==> src/design/bfa_pkg.sv <==
`default_nettype none

package bfa_pkg;

  localparam int unsigned BCD_DIGITS = 9;

  typedef logic [3:0] bcd_digit_t;
  typedef logic [BCD_DIGITS*4-1:0] bcd_value_t;
  typedef logic [2:0] frame_pos_t;
  typedef logic [3:0] char_idx_t;
  typedef logic [6:0] ascii_t;

  localparam frame_pos_t FRAME_MODE_POS = 3'd4;

  localparam char_idx_t IDX_F           = 4'd0;
  localparam char_idx_t IDX_A           = 4'd1;
  localparam char_idx_t IDX_PAD         = 4'd2;
  localparam char_idx_t IDX_DIGIT_FIRST = 4'd3;
  localparam char_idx_t IDX_DIGIT_LAST  = 4'd11;
  localparam char_idx_t IDX_TAIL_ZERO   = 4'd12;
  localparam char_idx_t IDX_SEMI        = 4'd13;

  localparam ascii_t CHAR_F    = 7'h46;
  localparam ascii_t CHAR_A    = 7'h41;
  localparam ascii_t CHAR_ZERO = 7'h30;
  localparam ascii_t CHAR_SEMI = 7'h3B;

endpackage

`default_nettype wire

==> src/design/bfa_in_if.sv <==
`default_nettype none

interface bfa_in_if;
  logic       valid;
  logic       ready;
  logic       action;
  logic [7:0] rx_byte;

  modport source (output valid, output action, output rx_byte, input ready);
  modport sink   (input valid, input action, input rx_byte, output ready);
endinterface

interface bfa_out_if;
  logic       valid;
  logic       ready;
  logic [6:0] tx_char;
  logic       last_char;

  modport source (output valid, output tx_char, output last_char, input ready);
  modport sink   (input valid, input tx_char, input last_char, output ready);
endinterface

`default_nettype wire

==> src/design/bcd_freq_frame_to_ascii_cmd_unit.sv <==
`default_nettype none

// Channel | Dir | Payload                  | Transaction
// req     | in  | action[0], rx_byte[7:0]  | one received byte or a resync
// cmd     | out | tx_char[6:0], last_char  | one command character
//
// Data bytes and resyncs are accepted every cycle, except at the mode position.
// The mode byte starts a 14-character burst;
// the value is kept in BCD, so each character is a nibble select with no
// conversion step. At the mode position any byte (mode byte or resync) waits
// while a previous burst is still sending; it goes in on the edge that sends ';'.
// cmd stalls hold the current character; rst (synchronous) clears framing.
module bcd_freq_frame_to_ascii_cmd_unit
  import bfa_pkg::*;
(
  input  wire        clk,
  input  wire        rst,
  bfa_in_if.sink     req,
  bfa_out_if.source  cmd
);

  frame_pos_t frame_position, frame_position_next;
  bcd_value_t running_value, running_value_next;
  logic       emit_busy, emit_busy_next;
  char_idx_t  emit_idx, emit_idx_next;
  bcd_value_t emit_digits, emit_digits_next;

  logic req_fire, cmd_fire, is_mode_pos, emit_done;

  // Byte weight hi*10+lo split into hundreds/tens/ones (nibbles up to 15).
  bcd_digit_t hi_nib, lo_nib, ones, tens;
  logic       lo_carry, hund;
  logic [4:0] tens_raw;
  bcd_value_t accum;
  logic       carry;

  assign is_mode_pos = (frame_position >= FRAME_MODE_POS);
  assign emit_done   = cmd_fire && (emit_idx == IDX_SEMI);
  assign req.ready   = !is_mode_pos || !emit_busy || emit_done;
  assign req_fire    = req.valid && req.ready;
  assign cmd_fire    = cmd.valid && cmd.ready;

  always_comb begin
    hi_nib   = req.rx_byte[7:4];
    lo_nib   = req.rx_byte[3:0];
    lo_carry = (lo_nib >= 4'd10);
    ones     = lo_carry ? 4'(lo_nib - 4'd10) : lo_nib;
    tens_raw = {1'b0, hi_nib} + {4'd0, lo_carry};
    hund     = (tens_raw >= 5'd10);
    tens     = hund ? 4'(tens_raw - 5'd10) : tens_raw[3:0];
    // shift two decimal places, insert tens/ones, ripple the hundreds carry
    accum        = '0;
    accum[3:0]   = ones;
    accum[7:4]   = tens;
    carry        = hund;
    for (int i = 2; i < BCD_DIGITS; i++) begin
      if (carry && (running_value[(i-2)*4 +: 4] == 4'd9)) begin
        accum[i*4 +: 4] = 4'd0;
      end else begin
        accum[i*4 +: 4] = 4'(running_value[(i-2)*4 +: 4] + {3'd0, carry});
        carry = 1'b0;
      end
    end
  end

  always_comb begin
    frame_position_next = frame_position;
    running_value_next  = running_value;
    emit_busy_next      = emit_busy;
    emit_idx_next       = emit_idx;
    emit_digits_next    = emit_digits;

    if (cmd_fire) begin
      emit_idx_next = 4'(emit_idx + 4'd1);
      if (emit_idx >= IDX_DIGIT_FIRST && emit_idx <= IDX_DIGIT_LAST) begin
        emit_digits_next = {emit_digits[BCD_DIGITS*4-5:0], 4'd0};
      end
      if (emit_idx == IDX_SEMI) begin
        emit_busy_next = 1'b0;
      end
    end

    if (req_fire) begin
      if (req.action) begin
        frame_position_next = '0;
        running_value_next  = '0;
      end else if (!is_mode_pos) begin
        running_value_next  = accum;
        frame_position_next = 3'(frame_position + 3'd1);
      end else begin
        // load the burst; this wins over the final character's completion
        emit_busy_next      = 1'b1;
        emit_idx_next       = IDX_F;
        emit_digits_next    = running_value;
        frame_position_next = '0;
        running_value_next  = '0;
      end
    end
  end

  always_ff @(posedge clk) begin
    if (rst) begin
      frame_position <= '0;
      running_value  <= '0;
      emit_busy      <= 1'b0;
      emit_idx       <= IDX_F;
    end else begin
      frame_position <= frame_position_next;
      running_value  <= running_value_next;
      emit_busy      <= emit_busy_next;
      emit_idx       <= emit_idx_next;
    end
    emit_digits <= emit_digits_next;
  end

  assign cmd.valid     = emit_busy;
  assign cmd.last_char = (emit_idx == IDX_SEMI);

  always_comb begin
    case (emit_idx)
      IDX_F:         cmd.tx_char = CHAR_F;
      IDX_A:         cmd.tx_char = CHAR_A;
      IDX_PAD:       cmd.tx_char = CHAR_ZERO;
      IDX_TAIL_ZERO: cmd.tx_char = CHAR_ZERO;
      IDX_SEMI:      cmd.tx_char = CHAR_SEMI;
      default:       cmd.tx_char = CHAR_ZERO | {3'd0, emit_digits[BCD_DIGITS*4-1 -: 4]};
    endcase
  end

endmodule

`default_nettype wire
==> src/flat_wrapper.sv <==
// flat-port wrapper written by rule: the top's interface ports become plain ports
module bcd_freq_frame_to_ascii_cmd_unit_flat import bfa_pkg::*;
  (clk, rst, req_valid, req_action, req_rx_byte, req_ready, cmd_valid, cmd_tx_char, cmd_last_char, cmd_ready);
  bfa_in_if req_i ();
  bfa_out_if cmd_i ();
  input  wire clk;
  input  wire rst;
  input wire logic [$bits(req_i.valid)-1:0] req_valid;
  input wire logic [$bits(req_i.action)-1:0] req_action;
  input wire logic [$bits(req_i.rx_byte)-1:0] req_rx_byte;
  output wire logic [$bits(req_i.ready)-1:0] req_ready;
  output wire logic [$bits(cmd_i.valid)-1:0] cmd_valid;
  output wire logic [$bits(cmd_i.tx_char)-1:0] cmd_tx_char;
  output wire logic [$bits(cmd_i.last_char)-1:0] cmd_last_char;
  input wire logic [$bits(cmd_i.ready)-1:0] cmd_ready;
  assign req_i.valid = req_valid;
  assign req_i.action = req_action;
  assign req_i.rx_byte = req_rx_byte;
  assign req_ready = req_i.ready;
  assign cmd_valid = cmd_i.valid;
  assign cmd_tx_char = cmd_i.tx_char;
  assign cmd_last_char = cmd_i.last_char;
  assign cmd_i.ready = cmd_ready;
  bcd_freq_frame_to_ascii_cmd_unit u_core (.clk(clk), .rst(rst), .req(req_i), .cmd(cmd_i));
endmodule
==> config.mk <==
export PLATFORM = sky130hd
export DESIGN_NAME = bcd_freq_frame_to_ascii_cmd_unit_flat
export DESIGN_NICKNAME = d
export VERILOG_FILES = /design/src/design/bfa_pkg.sv /design/src/design/bfa_in_if.sv /design/src/design/bcd_freq_frame_to_ascii_cmd_unit.sv /design/src/flat_wrapper.sv
export SDC_FILE = /design/constraint.sdc
export NUM_CORES = 1
export LEC_CHECK = 0
export BUFFER_PORTS_ARGS = -buffer_cell sky130_fd_sc_hd__clkbuf_2
export CAP_MARGIN = 5
export CORE_MARGIN = 2
export CORE_UTILIZATION = 55
export CTS_CLUSTER_DIAMETER = 40
export DETAILED_ROUTE_END_ITERATION = 8
export PLACE_DENSITY = 0.8
export SLEW_MARGIN = 20
export SYNTH_ARGS = -nofsm -noshare
export SYNTH_HDL_FRONTEND = slang
export SYNTH_SLANG_ARGS = --single-unit
==> constraint.sdc <==
create_clock -name clk -period 4.6 [get_ports clk]
set_input_delay 1.15 -clock clk [delete_from_list [all_inputs] [get_ports clk]]
set_output_delay 1.15 -clock clk [all_outputs]
set_load 0.1 [all_outputs]
==> summary.md, run 1 <==
| Metric | Value |
|---|---|
| Outcome | finished clean |
| Buffer type at the clock tree root | sky130_fd_sc_hd__clkbuf_8 |
| Iteration-0 DRC count of the detailed router | 159 |
| Count of fill cells added during filler insertion | 625 |
| Class of the tightest hold or removal check | register to register |
| Starting density of the core | 56.2% |
| Final critical-path share of the clock period | 83.2% |
| Fraction of final layout cells sized beyond drive strength 1 | 13.0% |
| Arrival time of data at the critical path endpoint | 4.10 ns |
| Number of buffers created by CTS | 9 |
| Pin slew with the least headroom to its limit | 0.742 ns |
| Instance count of the mapped netlist | 438 |
| Fraction of synthesis flops using an asynchronous set or reset pin | 0% |
| Antenna cells | 0 |
| Endpoint of the worst-slack reg-to-reg timing path | u_core.running_value[34]$_SDFFE_PP0P_ |
| Delay of the slowest cell on the worst path | 0.51 ns |
| Max Root-Sink Buffers | 2 |
| Final setup vio count | 0 |
| Number of antenna violations at the first check in global routing | 0 |
| Core Footprint | 7210 sq um |
| Cell with the most instances after synthesis | sky130_fd_sc_hd__dfxtp_1 |
| Syn_nets | 475 |
| Yosys warnings | 0 |
| Area of the multi-input gates | 2290 sq um |
| Post_cts resized | 0 |
| Crit path cell chain | clkbuf_2, nor2_1, nor2b_1, ha_1, ha_1, xor2_1, inv_1, ha_1, o311a_4, nor4_2, ha_1, ha_1, xor2_1, nand2_1, o2bb2ai_1 |
| Placer congestion estimate | 0.799 |
| Rel. slew slack | between 50% and 60% |
| Post-placement cell area | 4210 sq um |
| Number of setup buffers added after CTS | 0 |
| Count of input and output buffers | 22 |
| Setup total negative slack | 0 ns |
| Worst-case vdd ir drop | 0.170 mV |
| Final global-route overflow total | 0 |
| Pins Over Slew Limit | 0 |
| Mapped Avg Cell Area | 9.26 sq um |
| Count of boundary I/O pins | 23 |
| Count of flip-flops with a built-in enable after synthesis | 0 |
| Average routed wire per standard cell | 15.2 um |
| Reg-to-reg critical path startpoint | u_core.running_value[19]$_SDFFE_PP0P_ |
| Critical path capture point | u_core.running_value[30]$_SDFFE_PP0P_ |
| Die area | about 8000 sq um |
| Clock transition at the register clock pins on the worst setup and hold paths after CTS | 0.07 ns |
| Leading cell types by total area after synthesis | sky130_fd_sc_hd__dfxtp_1 (39%), sky130_fd_sc_hd__mux2i_1 (8.4%), sky130_fd_sc_hd__ha_1 (7.4%) |
| Worst R2R Setup Slack | 2.18 ns |
| Via count normalized by instance count | 5.74 |
| Number of remaining DRC errors | 0 |
| Netlist Area Pre-Place | 4060 sq um |
| Number of global-route vias before repair | 3022 |
| CTS tree | yes |
| Global-route wire length before repair | 14200 um |
| Global routing usage summed across all routing layers | 21.6% |
| Clock insertion delay at the later pin of the skew report | 0.35 ns |
| Ys flop type | sky130_fd_sc_hd__dfxtp_1 |
| Portion of the post-synthesis area used by sequential elements | between 30% and 40% |
| Number of detailed-routing iterations run before antenna repair | 4 |
| Number of failing hold endpoints at the final stage | 0 |
| Count of distinct cell types in the synthesized netlist | 53 |
| Post-route minimum period | 3.83 ns |
| Net total in the final layout | 487 |
| Number of vias after detailed routing | around 3200 |
| Number of rows created at floorplan | 31 |
| PD cells | slightly above 300 nW/um^2 |
| Clock Sinks | 80 |
| Die height | approximately 90 um |
| DRT Wirelength | ~8400 um |
| Dominant cell type by count on the critical path | sky130_fd_sc_hd__ha_1 |
| Worst Setup SP | req_rx_byte[2] |
| Number of buffers inserted for hold repair after clock tree synthesis | 0 |
| Worst Hold Margin | between 0.4 and 0.5 ns |
| MaxCap Viol Count | 0 |
| Area overhead of the layout relative to synthesis | 9.31% |
| Flip-flop and latch area | 1600 sq um |
| Depth of the CTS H-tree | 3 |
| Half-perimeter wire length after placement | 5860 um |
| Critical hold path startpoint | u_core.running_value[32]$_SDFFE_PP0P_ |
| Highest clock frequency the design can meet | 0.261 GHz |
| Final Cell Area | 4440 sq um |
| Standard cell with the maximum stage delay on the critical path | sky130_fd_sc_hd__nor4_2 |
| Largest fanout on the critical path | 7 |
| Number of cells on the worst reg-to-reg path | 8 |
| RSZ-0062 raised after global routing | false |
| Remaining antenna violation count after routing | 0 |
| Endpoint class of the critical path | register |
| Yosys top cell by area | sky130_fd_sc_hd__dfxtp_1 |
| Post-synthesis register bit count | 80 |
| Top post-synthesis cells by count | sky130_fd_sc_hd__dfxtp_1 (80), sky130_fd_sc_hd__nand2_1 (67), sky130_fd_sc_hd__mux2i_1 (34) |
| Chip Width | around 90 um |
| Leak pwr | between 0.0015 and 0.002 uW |
| Element type at the critical path start | primary input |
| Critical path data required time | 4.87 ns |
| Portion of synthesized cell area occupied by the leading cell type | 39.5% |
| Critical Setup Path Class | primary input to register |
| Post-route clock skew | 0.00666 ns |
| Largest net degree at the start of global routing | 44 |
## logic make-up (layout without fill, tap and decap cells)
| kind of cell | Yosys count | count (layout) | synth area share, % |
|---|---|---|---|
| adder cells (fa/ha/maj) | 24 | 24 | 7.40 |
| buffers and inverters | 40 | 56 | 4.56 |
| AND/OR/NAND/NOR | 137 | 137 | 17.4 |
| flip-flops | 80 | 80 | 39.5 |
| multiplexers | 36 | 36 | 9.00 |
| XOR/XNOR | 19 | 19 | 4.10 |
| AO/OA/AOI/OAI | 102 | 102 | 18.1 |
## critical path: cells and delay by family
kind | cells | cell delay, ns
adder cells (fa/ha/maj) | 5 | 1.17
AND/OR/NAND/NOR | 4 | 0.78
XOR/XNOR | 2 | 0.43
buffers and inverters | 2 | 0.19
AO/OA/AOI/OAI | 2 | 0.37
## cells in the final DEF (no fill, tap or decap), types with 13 or more instances in the layout
master and instances:
sky130_fd_sc_hd__mux2i_1 34, sky130_fd_sc_hd__ha_1 24, sky130_fd_sc_hd__inv_1 15, sky130_fd_sc_hd__nand2_1 67
sky130_fd_sc_hd__o2bb2ai_1 20, sky130_fd_sc_hd__o21ai_1 32, sky130_fd_sc_hd__nor2_1 13, sky130_fd_sc_hd__nand3_1 15
sky130_fd_sc_hd__dfxtp_1 80, sky130_fd_sc_hd__clkbuf_2 22
## area by class of cell
cell class,instances,area share (%)
flip-flops and latches,80,36.1
clock buffers,12,3.50
repair buffers,26,3.16
clock inverters,3,1.47
well taps,99,2.79
inverters,15,1.27
multi-input cells,318,51.7
## worst min path at each step
stage | endpoint | cells past startpoint
after CTS | u_core.emit_digits[32]$_DFF_P_ | 2
after global routing | u_core.running_value[35]$_SDFFE_PP0P_ | 1
after detailed placement | u_core.emit_digits[33]$_DFF_P_ | 2
after floorplan | u_core.emit_digits[35]$_DFF_P_ | 2
final | u_core.emit_digits[32]$_DFF_P_ | 2
after global placement | u_core.emit_digits[32]$_DFF_P_ | 2
## per-stage QoR
step           cells  worst slack (ns)  power, uW  utilization, %
3_3_place_gp     538             0.590        779            58.3
2_1_floorplan    438             0.653        762               -
5_1_grt          553             0.505       1390            61.5
6_report         553             0.771       1340            61.5
4_1_cts          553             0.760       1360            61.3
3_5_place_dp     538             0.394        782            58.3
## where the power goes
group	internal (uW)	switching [uW]
combinational	24.0	39.4
sequential	697	7.26
clock	332	244
total	1050	291
## layer usage
| layer | routed length [um] | up-vias | global-route usage, % |
|---|---|---|---|
| li1 | - | 1608 | - |
| met1 | 4110 | 1523 | 27.9 |
| met2 | 3950 | 37 | 36.2 |
| met3 | 226 | 8 | 4.36 |
| met4 | 93 | 0 | 7.69 |
| met5 | 0 | - | 0 |
## flip-flops by register name (all words and copies together), names as in the netlist
| name | flops |
|---|---|
| u_core.cmd.valid | 1 |
| u_core.running_value | 36 |
| u_core.emit_digits | 36 |
| u_core.frame_position | 3 |
| u_core.emit_idx | 4 |
No activity file was read; power rests on OpenSTA's default activity.
==> run 2, diff against run 1 <==
--- a/config.mk
+++ b/config.mk
@@ -5,13 +5,14 @@
 export SDC_FILE = /design/constraint.sdc
 export NUM_CORES = 1
 export LEC_CHECK = 0
+export ABC_AREA = 1
 export BUFFER_PORTS_ARGS = -buffer_cell sky130_fd_sc_hd__clkbuf_2
 export CAP_MARGIN = 5
 export CORE_MARGIN = 2
 export CORE_UTILIZATION = 55
 export CTS_CLUSTER_DIAMETER = 40
 export DETAILED_ROUTE_END_ITERATION = 8
-export PLACE_DENSITY = 0.8
+export PLACE_DENSITY = 0.83
 export SLEW_MARGIN = 20
 export SYNTH_ARGS = -nofsm -noshare
 export SYNTH_HDL_FRONTEND = slang
==> constraint.sdc (replaced) <==
create_clock -name clk -period 3.15 [get_ports clk]
set_input_delay 0.7875 -clock clk [delete_from_list [all_inputs] [get_ports clk]]
set_output_delay 0.7875 -clock clk [all_outputs]
set_load 0.1 [all_outputs]
==> run 2 against run 1 <==
Effect of this change:
- sequential share of layout area unchanged
- worst setup slack worse by 0.54 ns
- clock skew up 0.0016 ns
- critical path type unchanged
- largest cell class unchanged
- largest power group unchanged
- highest routed layer unchanged
==> summary.md, run 2 <==
| Metric | Value |
|---|---|
| Count of flip-flops with a built-in enable after synthesis | 0 |
| Chip Width | 88.3 um |
| Starting density of the core | 57.2% |
| Multiplexer share of the synthesized area | 0% |
| Syn_nets | about 580 |
| Yosys top cell by area | sky130_fd_sc_hd__dfxtp_1 |
| Half-perimeter wire length after placement | 6070 um |
| Netlist Area Pre-Place | 3910 sq um |
| Number of setup buffers added after CTS | 0 |
| Clock insertion delay at the later pin of the skew report | about 0.35 ns |
| Net total in the final layout | 599 |
| Final Cell Area | 4440 sq um |
| Pin slew with the least headroom to its limit | 0.849 ns |
| Count of distinct cell types in the synthesized netlist | 31 |
| DRT Wirelength | ~8800 um |
| Post-Synth Adder-Cell Area | under 10% |
| Number of global-route vias before repair | about 3500 |
| Antenna cells | 0 |
| Crit path setup slack, layout | about 0.23 ns |
| Top post-synthesis cells by count | sky130_fd_sc_hd__nand2_1 (151), sky130_fd_sc_hd__dfxtp_1 (80), sky130_fd_sc_hd__a21oi_1 (46), sky130_fd_sc_hd__inv_1 (46), sky130_fd_sc_hd__nor2_1 (45) |
| Global routing usage summed across all routing layers | 24.2% |
| Portion of the post-synthesis area used by sequential elements | 41.0% |
| Count of boundary I/O pins | 23 |
| Fraction of final layout cells sized beyond drive strength 1 | around 13% |
| Number of buffers inserted for hold repair after clock tree synthesis | 0 |
| Number of buffers created by CTS | 9 |
| Most frequent standard cell in the layout excluding fill and tap cells | sky130_fd_sc_hd__nand2_1 |
| Highest clock frequency the design can meet | around 0.34 GHz |
| Element type at the critical path start | primary input |
| Worst-case vdd ir drop | 0.310 mV |
| Via count normalized by instance count | 5.39 |
| Final global-route overflow total | 0 |
| PD cells | 440 nW/um^2 |
| Yosys warnings | 0 |
| Portion of synthesized cell area occupied by the leading cell type | 41.0% |
| Critical Setup Path Class | primary input to register |
| Combinational family with the most area after synthesis | simple AND/OR/NAND/NOR gates |
| Die area | 7800 sq um |
| Mapped Avg Cell Area | 7.27 sq um |
| Non-filler cells, final | 661 |
| Total Power | 1950 uW |
| Arrival time of data at the critical path endpoint | roughly 3.2 ns |
| Post_cts resized | 0 |
| Synthesized-area fraction occupied by ao, oa, aoi and oai cells | between 10% and 20% |
| Number of rows created at floorplan | 30 |
| Area overhead of the layout relative to synthesis | 13.5% |
| Critical path data required time | 3.43 ns |
| Number of vias after detailed routing | 3563 |
| Area share of and/or/nand/nor cells after synthesis | between 20% and 30% |
| Ys flop type | sky130_fd_sc_hd__dfxtp_1 |
| Placer congestion estimate | 0.862 |
| Post-route clock skew | 0.00831 ns |
| Iteration-0 DRC count of the detailed router | between 150 and 200 |
| Largest regs | u_core.emit_digits: 36 flops, u_core.running_value: 36 flops, u_core.emit_idx: 4 flops |
| Average routed wire per standard cell | ~13 um |
| Final Util | 64.9% |
| Pins Over Slew Limit | 0 |
| Remaining antenna violation count after routing | 0 |
| Instance count of the mapped netlist | 538 |
| Core Footprint | 6830 sq um |
| XOR/XNOR share of the synthesized area | 2.46% |
| Final setup vio count | 0 |
| Number of failing hold endpoints at the final stage | 0 |
| RSZ-0062 raised after global routing | false |
| Buffer type at the clock tree root | sky130_fd_sc_hd__clkbuf_8 |
| Worst slack at placement | -0.192 ns |
| Class of the tightest hold or removal check | register to register |
| Rel. slew slack | between 40 and 50% |
| Number of placed cells counting well taps | roughly 650 |
| Commonest cells after routing, fill and taps aside | sky130_fd_sc_hd__nand2_1 (148), sky130_fd_sc_hd__dfxtp_1 (80), sky130_fd_sc_hd__nor2_1 (45), sky130_fd_sc_hd__a21oi_1 (45), sky130_fd_sc_hd__inv_1 (44) |
| Cell with the most instances after synthesis | sky130_fd_sc_hd__nand2_1 |
| Count of input and output buffers | 22 |
| Final critical-path share of the clock period | 92.7% |
| Number of detailed-routing iterations run before antenna repair | 5 |
| Number of remaining DRC errors | 0 |
| Leak pwr | between 0.0015 and 0.002 uW |
| Post-placement cell area | 4230 sq um |
| Depth of the CTS H-tree | 3 |
| Outcome | finished clean |
| Endpoint class of the critical path | register |
| Post-synthesis register bit count | 80 |
| Clock transition at the register clock pins on the worst setup and hold paths after CTS | 0.08 ns |
| Die height | 88.3 um |
| Fraction of synthesis flops using an asynchronous set or reset pin | 0% |
| Max Root-Sink Buffers | 2 |
| Clock Sinks | 80 |
| Largest net degree at the start of global routing | 45 |
| Post-route minimum period | between 2 and 3 ns |
| Largest fanout on the critical path | 4 |
| CTS tree | yes |
| Global-route wire length before repair | 14900 um |
| Number of antenna violations at the first check in global routing | 0 |
| MaxCap Viol Count | 0 |
| Leading cell types by total area after synthesis | sky130_fd_sc_hd__dfxtp_1 (41%), sky130_fd_sc_hd__nand2_1 (15%), sky130_fd_sc_hd__ha_1 (7.7%) |
==> run 2: routing by layer <==
metal	wire length (um)	GRT usage (%)	up-vias	part of all wire, %
li1	-	-	1822	-
met1	3740	28.5	1640	43
met2	4380	43.0	90	50
met3	524	6.44	11	6.0
met4	132	7.85	0	1.5
met5	0	0	-	0
==> run 2: report_power, final <==
part	internal, uW	total, uW	switching (uW)	leakage, uW
Clock	399	741	342	0.0000973
Combinational	57.4	138	80.6	0.00124
Sequential	1050	1070	26.2	0.000654
==> run 2: worst paths after layout <==
| kind | from | end | slack (ns) | depth (start not counted) |
|---|---|---|---|---|
| worst min register to register | u_core.running_value[34]$_SDFFE_PP0P_ | u_core.running_value[34]$_SDFFE_PP0P_ | 0.47 | 2 |
| worst max-delay path | req_rx_byte[1] | u_core.running_value[30]$_SDFFE_PP0P_ | 0.23 | 20 |
| worst max register to register | u_core.running_value[4]$_SDFFE_PP0P_ | u_core.running_value[30]$_SDFFE_PP0P_ | 0.82 | 11 |
| worst min-delay path | u_core.running_value[34]$_SDFFE_PP0P_ | u_core.running_value[34]$_SDFFE_PP0P_ | 0.47 | 2 |
==> run 2: critical path, stage by stage <==
cell and delay (ns):
sky130_fd_sc_hd__clkbuf_2 0.09, sky130_fd_sc_hd__inv_2 0.04, sky130_fd_sc_hd__a21oi_2 0.20, sky130_fd_sc_hd__ha_4 0.19, sky130_fd_sc_hd__ha_4 0.14, sky130_fd_sc_hd__nand2_2 0.06, sky130_fd_sc_hd__and2_4 0.14, sky130_fd_sc_hd__ha_4 0.15
sky130_fd_sc_hd__nand2_1 0.05, sky130_fd_sc_hd__nand2_1 0.07, sky130_fd_sc_hd__nand2_2 0.11, sky130_fd_sc_hd__nand4_4 0.10, sky130_fd_sc_hd__nor2_4 0.18, sky130_fd_sc_hd__nand2_2 0.07, sky130_fd_sc_hd__inv_1 0.08, sky130_fd_sc_hd__ha_1 0.16
sky130_fd_sc_hd__ha_1 0.18, sky130_fd_sc_hd__xor2_1 0.16, sky130_fd_sc_hd__nand3_1 0.10, sky130_fd_sc_hd__a21oi_1 0.13
==> run 2: layout make-up <==
type,instances,area [sq um]
well taps,96,120
inverters,48,180
clock inverters,3,42.5
multi-input cells,385,2110
clock buffers,11,151
flip-flops and latches,80,1600
repair buffers,38,230
fillers,618,2400
==> run 2: cells by family after synthesis <==
kind of cell    count (synthesis)
xor+xnor                       11
compound gates                 99
fa+ha+maj                      24
buf+inv                        73
flops                          80
simple gates                  251
==> run 2: per-stage QoR <==
stage / hold WS [ns] / TNS (ns)
after floorplan: 0.441 / -0.0297
after global placement: 0.452 / -0.130
after detailed placement: 0.459 / -1.13
after CTS: 0.472 / 0
after global routing: 0.500 / 0
final: 0.472 / 0
==> run 3, diff against run 2 <==
--- a/config.mk
+++ b/config.mk
@@ -13,6 +13,7 @@
 export CTS_CLUSTER_DIAMETER = 40
 export DETAILED_ROUTE_END_ITERATION = 8
 export PLACE_DENSITY = 0.83
+export RECOVER_POWER = 25
 export SLEW_MARGIN = 20
 export SYNTH_ARGS = -nofsm -noshare
 export SYNTH_HDL_FRONTEND = slang
==> run 3 against run 2 <==
Effect of this change:
- highest routed layer unchanged
- global-route usage unchanged
- worst setup slack got worse by 0.00069 ns
- final cell count unchanged
- largest power group unchanged
- critical endpoint unchanged
==> summary.md, run 3 (synthesis gave the netlist of run 2 again) <==
| Metric | Value |
|---|---|
| Crit path cell chain | clkbuf_2, inv_2, a21oi_2, ha_4, ha_4, nand2_2, and2_4, ha_4, nand2_1, nand2_1, nand2_2, nand4_4, nor2_4, nand2_2, inv_1, ha_1, ha_1, xor2_1, nand3_1, a21oi_1 |
| Die area | between 7000 and 8000 sq um |
| Average routed wire per standard cell | 13.2 um |
| Core Footprint | about 6800 sq um |
| Chip Width | 88.3 um |
| MaxCap Viol Count | 0 |
| Commonest cells after routing, fill and taps aside | sky130_fd_sc_hd__nand2_1 (150), sky130_fd_sc_hd__dfxtp_1 (80), sky130_fd_sc_hd__inv_1 (45), sky130_fd_sc_hd__nor2_1 (45), sky130_fd_sc_hd__a21oi_1 (45) |
| Endpoint of the worst-slack reg-to-reg timing path | u_core.emit_digits[8]$_DFF_P_ |
| Leak pwr | 0.00198 uW |
| Global routing usage on met2 | 43.0% |
| Number of placed cells counting well taps | 647 |
| Setup total negative slack | 0 ns |
| Area of the multi-input gates | 2090 sq um |
| Worst Setup SP | req_rx_byte[1] |
| Final Cell Area | 4420 sq um |
| Largest fanout on the critical path | 4 |
| Most frequent standard cell in the layout excluding fill and tap cells | sky130_fd_sc_hd__nand2_1 |
| Flip-flop and latch area | 1600 sq um |
| Fraction of final layout cells sized beyond drive strength 1 | approximately an eighth |
| PD cells | 442 nW/um^2 |
| Standard cell with the maximum stage delay on the critical path | sky130_fd_sc_hd__a21oi_2 |
| Number of global-route vias before repair | 3456 |
| Number of buffers created by CTS | 9 |
| Number of failing hold endpoints at the final stage | 0 |
| Reg-to-reg critical path startpoint | u_core.emit_idx[1]$_SDFF_PP0_ |
| Most utilized layer in the global route result | met2 |
| Final global-route overflow total | 0 |
| Non-filler cells, final | 661 |
| Pin slew with the least headroom to its limit | ~1.2 ns |
| Rel. slew slack | 23.1% |
| Global routing usage summed across all routing layers | roughly a quarter |
| Sequential cell fraction of total power | 55.0% |
| Antenna cells | 0 |
| Net total in the final layout | 599 |
| Number of setup buffers added after CTS | 0 |
| Post-route minimum period | 2.92 ns |
| Worst Hold Margin | 0.472 ns |
| Number of vias after detailed routing | 3566 |
| Element type at the critical path start | primary input |
| Delay of the slowest cell on the worst path | 0.20 ns |
| Worst-case vdd ir drop | between 0.3 and 0.4 mV |
| Reported net switching power | approximately 450 uW |
| Arrival time of data at the critical path endpoint | about 3.2 ns |
| Number of antenna violations at the first check in global routing | 0 |
| Clock transition at the register clock pins on the worst setup and hold paths after CTS | 0.08 ns |
| Switching share of power | 22.9% |
| Endpoint class of the critical path | register |
| DRT Wirelength | 8750 um |
| Outcome | finished clean |
| Internal power | 1500 uW |
| Number of rows created at floorplan | 30 |
| Clock Sinks | 80 |
| Depth of the critical timing path with buffers and inverters included | 20 |
| CTS tree | yes |
| Critical path capture point | u_core.running_value[30]$_SDFFE_PP0P_ |
| Met1 GRT Util | ~28% |
| Clock network power share | 38.0% |
| Depth of the CTS H-tree | 3 |
| Count of input and output buffers | 22 |
| Max Root-Sink Buffers | 2 |
| Buffer type at the clock tree root | sky130_fd_sc_hd__clkbuf_8 |
| Count of fill cells added during filler insertion | around 620 |
| Final Util | 64.6% |
| Final critical-path share of the clock period | between 90% and 100% |
| Number of remaining DRC errors | 0 |
| Via count normalized by instance count | 5.39 |
| RSZ-0062 raised after global routing | false |
| Number of detailed-routing iterations run before antenna repair | 5 |
| Largest delay contributor family on the critical path | simple AND/OR/NAND/NOR gates |
| Remaining antenna violation count after routing | 0 |
| Largest regs | u_core.emit_digits: 36 flops, u_core.running_value: 36 flops, u_core.emit_idx: 4 flops |
| Critical Setup Path Class | primary input to register |
| Pins Over Slew Limit | 0 |
| Highest clock frequency the design can meet | roughly 0.34 GHz |
| Worst R2R Setup Slack | 0.44 ns |
| Critical path data required time | roughly 3.4 ns |
| Placer congestion estimate | 0.862 |
| Number of cells on the worst reg-to-reg path | 11 |
| Starting density of the core | 57.2% |
| Half-perimeter wire length after placement | 6070 um |
| Iteration-0 DRC count of the detailed router | 156 |
| Post-placement cell area | 4230 sq um |
| Area overhead of the layout relative to synthesis | 13.0% |
| Count of boundary I/O pins | 23 |
| Combinational share of power | 7.0% |
| Critical path buffer and inverter count | 3 |
| Clock insertion delay at the later pin of the skew report | 0.35 ns |
| Class of the tightest hold or removal check | register to register |
| Met3 demand-to-capacity share in global routing | under 10% |
| Final setup vio count | 0 |
| Largest net degree at the start of global routing | 45 |
| Die height | 88.3 um |
| Post-route clock skew | 0.00783 ns |
| Global-route wire length before repair | 14900 um |
## run 3: cell count changes in the layout (fill, tap and decap cells not counted), sizes merged
cell    change
buf         -1
clkbuf      +1
## run 3: worst min-delay path by stage
stage	start	end	slack, ns	cells after the start
after CTS	u_core.running_value[34]$_SDFFE_PP0P_	u_core.running_value[34]$_SDFFE_PP0P_	0.47	2
after global placement	u_core.running_value[28]$_SDFFE_PP0P_	u_core.running_value[28]$_SDFFE_PP0P_	0.45	2
after global routing	u_core.emit_digits[33]$_DFF_P_	u_core.emit_digits[33]$_DFF_P_	0.50	2
after floorplan	u_core.running_value[33]$_SDFFE_PP0P_	u_core.running_value[33]$_SDFFE_PP0P_	0.44	2
after detailed placement	u_core.running_value[34]$_SDFFE_PP0P_	u_core.running_value[34]$_SDFFE_PP0P_	0.46	2
final	u_core.running_value[34]$_SDFFE_PP0P_	u_core.running_value[34]$_SDFFE_PP0P_	0.47	2
## run 3: worst min-delay path: cells and delay by family (launching register included)
family          cells  cell delay, ns
compound gates      1            0.05
flops               1            0.32
simple gates        1            0.06
## run 3: power groups by stage
stage	registers [uW]	logic [uW]	clock network [uW]
after floorplan	1090	95.4	0
after detailed placement	1100	135	0
after global routing	1080	155	794
after CTS	1070	136	761
final	1070	137	741
after global placement	1100	129	0
## run 3: what timing repair did
| item | in CTS | in global routing |
|---|---|---|
| hold endpoints to repair | 0 | 0 |
| endpoints found under the setup margin | 0 | 3 |
| gates resized for setup | 0 | 1 |
| hold buffers | 0 | 0 |
## run 3: cell type report
cell class / instances / share of cell area (%)
sequential: 80 / 36.3
tap: 96 / 2.72
inverter: 48 / 4.08
multi-input combinational: 385 / 47.4
clock buffer: 11 / 3.43
timing repair buffer: 38 / 5.13
clock inverter: 3 / 0.963
## run 3: per-stage QoR
step                      setup slack [ns]  power (uW)
after floorplan                    -0.0297        1180
after global placement             -0.0512        1220
after detailed placement            -0.192        1230
after CTS                            0.172        1970
after global routing                0.0226        2030
final                                0.228        1950
## run 3: metal layers
| layer | up-vias | routed length [um] | share of wire [%] |
|---|---|---|---|
| li1 | 1823 | - | - |
| met1 | 1639 | 3730 | 43 |
| met2 | 92 | 4370 | 50 |
| met3 | 12 | 519 | 5.9 |
| met4 | 0 | 135 | 1.5 |
| met5 | - | 0 | 0 |
